`src/sv/rau_pkg.sv`:
```
// Shared types and constants for the rational arithmetic unit.
// Holds the request and response payload structs and the shared-unit operation codes.
// No dependencies.
`default_nettype none

package rau_pkg;

   // Operation selected by the request
   typedef enum logic [1:0] {
      MODE_ADD = 2'd0,
      MODE_SUB = 2'd1,
      MODE_MUL = 2'd2,
      MODE_DIV = 2'd3
   } mode_type;

   typedef struct packed {
      mode_type           mode;
      logic signed [31:0] left_numerator;
      logic [30:0]        left_denominator;
      logic signed [31:0] right_numerator;
      logic [30:0]        right_denominator;
   } req_type;

   typedef struct packed {
      logic signed [63:0] whole_part;
      logic signed [31:0] frac_numerator;
      logic [62:0]        frac_denominator;
      logic               divide_by_zero;
   } rsp_type;

   // Operations of the shared arithmetic unit
   typedef enum logic [1:0] {
      ALU_MUL = 2'd0,
      ALU_DIV = 2'd1,
      ALU_GCD = 2'd2
   } alu_op_type;

   typedef struct packed {
      alu_op_type  op;
      logic [63:0] a;
      logic [63:0] b;
      logic [63:0] q;
   } alu_req_type;

   typedef struct packed {
      logic [63:0] a;
      logic [63:0] b;
      logic [63:0] q;
      logic        k_inc;
      logic        gcd_done;
   } alu_res_type;

   // Restoring division runs one quotient bit per step
   localparam logic [5:0] DIV_LAST = 6'd63;

   localparam logic [30:0] FRAC_MAX = 31'h7FFF_FFFF;

endpackage

`default_nettype wire

```
`src/sv/rau_alu.sv`:
```
// Shared arithmetic unit: 32x32 multiply, one restoring-division step and
// one binary gcd step; division and gcd share a single 65-bit subtractor. Uses rau_pkg.
`default_nettype none

module rau_alu (
   input  wire rau_pkg::alu_req_type alu_req,
   output rau_pkg::alu_res_type      alu_res
);

   logic [63:0] product;
   logic [63:0] shifted;
   logic [64:0] minuend;
   logic [64:0] diff;
   logic        borrow;

   // Form the product and the one shared difference
   always_comb begin
      product = alu_req.a[31:0] * alu_req.b[31:0];
      shifted = {alu_req.a[62:0], alu_req.q[63]};
      minuend = (alu_req.op == rau_pkg::ALU_DIV) ? {1'b0, shifted} : {1'b0, alu_req.a};
      diff    = minuend - {1'b0, alu_req.b};
      borrow  = diff[64];
   end

   // Select the result of the requested operation
   always_comb begin
      alu_res.a        = alu_req.a;
      alu_res.b        = alu_req.b;
      alu_res.q        = alu_req.q;
      alu_res.k_inc    = 1'b0;
      alu_res.gcd_done = 1'b0;
      case (alu_req.op)
         rau_pkg::ALU_MUL: begin
            alu_res.a = product;
         end
         rau_pkg::ALU_DIV: begin
            alu_res.a = borrow ? shifted : diff[63:0];
            alu_res.q = {alu_req.q[62:0], ~borrow};
         end
         rau_pkg::ALU_GCD: begin
            if (alu_req.a == 64'd0 || alu_req.b == 64'd0) begin
               alu_res.gcd_done = 1'b1;
            end else if (!alu_req.a[0] && !alu_req.b[0]) begin
               alu_res.a     = alu_req.a >> 1;
               alu_res.b     = alu_req.b >> 1;
               alu_res.k_inc = 1'b1;
            end else if (!alu_req.a[0]) begin
               alu_res.a = alu_req.a >> 1;
            end else if (!alu_req.b[0]) begin
               alu_res.b = alu_req.b >> 1;
            end else if (borrow) begin
               // Swap so that the larger value sits in a
               alu_res.a = alu_req.b;
               alu_res.b = alu_req.a;
            end else begin
               alu_res.a = diff[63:0] >> 1;
            end
         end
         default: begin
            alu_res.a = alu_req.a;
         end
      endcase
   end

endmodule

`default_nettype wire

```
`config.mk`:
```
export PLATFORM = sky130hd
export DESIGN_NAME = rau_alu
export DESIGN_NICKNAME = d
export VERILOG_FILES = /design/src/sv/rau_pkg.sv /design/src/sv/rau_alu.sv
export SDC_FILE = /design/constraint.sdc
export NUM_CORES = 2
export LEC_CHECK = 0
export BUFFER_PORTS_ARGS = -buffer_cell sky130_fd_sc_hd__buf_4
export CAP_MARGIN = 40
export CORE_MARGIN = 3
export CORE_UTILIZATION = 58
export DETAILED_ROUTE_END_ITERATION = 8
export PLACE_DENSITY_LB_ADDON = 0.1
export SYNTH_ARGS = -nofsm -noshare
export SYNTH_HDL_FRONTEND = slang
export SYNTH_SLANG_ARGS = --single-unit
```
`constraint.sdc`:
```
create_clock -name vclk -period 26
set_input_delay 5.2 -clock vclk [all_inputs]
set_output_delay 5.2 -clock vclk [all_outputs]
set_load 0.02 [all_outputs]
```
==> impl_metrics.toml <==
[outcome]
outcome = "finished clean"

[global_route]
grt_pass1_vias = 45035
grt_overflow = 0
grt_max_degree = 88
antenna_found_initial = 9
grt_pass1_wl_mm = 280.8
grtUsageTotal = 0.4736

[die]
die_x_microns = 282.8
start_util = 0.5911
dieArea_sq_mm = 0.07999
fp.dieH_microns = 282.8
rows = 100
fp.coreArea_sq_mm = 0.07520
ios = 388

[synth]
synth_top_family_by_area = "adder cells"
synth_top_area_cell = "fa_1"
synthMuxAreaShare = 0.003012
syn_nets = 7262
syn_inst = 5844
synth_xor_area_frac = 0.02227
synth-compound-area-share = 0.1469
synth_cell_type_count = 88
yosys-top-cells-area = "fa_1 (40%), ha_1 (9.2%), nand2_1 (8.5%)"
syn_area_sq_mm = 0.04445
synth_adder_area_share = 0.4961
yosys.area_share.simple = 0.2122
yosysSeqAreaShare = 0
synth_warnings = 0
synth.avg_cell_area_sq_um = 7.605
netlist.area_leader.share = 0.4040

[timing]
worstMarginPinSlew_ns = 1.006
fmax_ghz = 0.04983
fin_crit_ns = 20.07
max_slew_margin = 0.3222
hold_viol = 0
rsz0062_at_grt = "no"
setup_viol = 0
fin_crit_sh = 0.7718
finalMaxSlewViolations = 0
setup_tns_ns = 0

[critical_path]
critical_path_peak_fanout = 29
end_kind = "output pin"
start_kind = "primary input"
cp.arrival_ns = 14.87
path_class = "in2out"
cp_data_required_time_ns = 20.80

[cells_and_area]
drive_gt1_frac = 0.08348
final_cell_mix = "nand2_1 (1003), inv_1 (944), fa_1 (897)"
clockBufferCount = 0
multi_input_area_sq_mm = 0.03918
seq_cell_count = 0
regArea_sq_um = 0
fill_cells = 6770
area_growth_pct = 6.900
nNetsFinal = 7278
layout_commonest_cell = "nand2_1"

[place]
io_buffers = 388
hpwl_mm = 140.7
gp_congestion = 1.085

[route]
first_iter_violations = 5142
vias = 44117
firstDrtPassIters = 7
wl_per_cell_microns = 27.44
avgViaCountPerCell = 6.409
route.detailed.drc = 0
drt-total-wl_mm = 188.9
antenna_left = 0

[worst_hold_path]
min_path_type = "in2out"
holdCritStartpoint = "alu_req[58]"
hold-path-endpoint = "alu_res[61]"
min_path_cells = 4

[clock_tree]
cts_resized = 0
postCtsSetupBuffers = 0
hold_buffers = 0

[flow_run]
maxCapViolCount = 0
==> stage by stage <==
| stage | worst slack (ns) | hold WS, ns | area, sq um | std cells | util |
|---|---|---|---|---|---|
| 6_report | 5.933 | 10.69 | 47510 | 6884 | 0.6318 |
| 4_1_cts | 6.126 | 10.70 | 47490 | 6876 | 0.6315 |
| 5_1_grt | 5.811 | 10.71 | 47500 | 6880 | 0.6317 |
| 3_5_place_dp | 6.135 | 10.70 | 47490 | 6876 | 0.6315 |
| 2_1_floorplan | 7.823 | 10.56 | 44450 | 5844 | - |
| 3_3_place_gp | 6.204 | 10.69 | 47350 | 6868 | 0.6297 |
==> Yosys cell counts (26+ instances only) <==
master    count
a211oi_1     30
a21o_1       56
and2_1      434
nand2_1    1005
xnor2_1      65
a21oi_1     334
nor2_1      373
inv_1       945
fa_1        897
o211ai_1     27
nand4_1      46
a31oi_1      31
o22ai_1     101
nand3_1      39
buf_1        26
nor3_1       32
ha_1        327
clkbuf_1    357
nor4_1       43
buf_2        41
o21ai_0     216
xor2_1       48
==> layout make-up <==
| cell class | instances | share of cell area |
|---|---|---|
| inverter | 960 | 0.07584 |
| timing repair buffer | 448 | 0.07237 |
| tap | 1020 | 0.02686 |
| multi-input combinational | 4450 | 0.8246 |
| antenna | 6 | 0.0003160 |
==> critical path, cell delays in order <==
cell	delay, ns
buf_4	0.43
clkinv_1	0.75
nor2_1	0.38
fa_1	0.47
fa_1	0.53
inv_1	0.05
fa_1	0.45
fa_1	0.52
inv_1	0.06
fa_1	0.55
fa_1	0.44
fa_1	0.50
inv_1	0.05
fa_1	0.53
inv_1	0.07
ha_1	0.41
and2_1	0.26
a221o_1	0.30
a31o_2	0.23
o2bb2ai_1	0.14
nor4bb_1	0.78
o31a_1	0.28
o21ai_2	0.09
a21oi_1	0.29
xor2_1	0.45
o21ai_0	0.14
or3_1	0.33
buf_4	0.17
==> cells by family (layout without fill, tap and decap cells) <==
logic type / after synthesis / after routing
buf+inv: 1394 / 1408
xor+xnor: 113 / 113
simple gates: 2062 / 2062
fa+ha+maj: 1224 / 1224
compound gates: 1038 / 1038
other cells: 0 / 6
mux: 13 / 13
==> per-layer routing <==
layer / part of all wire / GRT usage / wire length, microns / up-vias
met5: 0.00017 / 0.002982 / 33 / -
met4: 0.095 / 0.3459 / 17850 / 6
met3: 0.13 / 0.1309 / 24200 / 909
met2: 0.43 / 0.7146 / 80490 / 3149
met1: 0.35 / 0.5851 / 66310 / 21610
li1: - / - / - / 18443
==> how the worst max path moves through the flow <==
stage | start | to | depth (start not counted)
floorplan | alu_req[128] | alu_res[187] | 28
detailed placement | alu_req[78] | alu_res[185] | 28
finish | alu_req[78] | alu_res[185] | 28
CTS | alu_req[78] | alu_res[185] | 28
global placement | alu_req[147] | alu_res[185] | 27
global route | alu_req[66] | alu_res[185] | 28
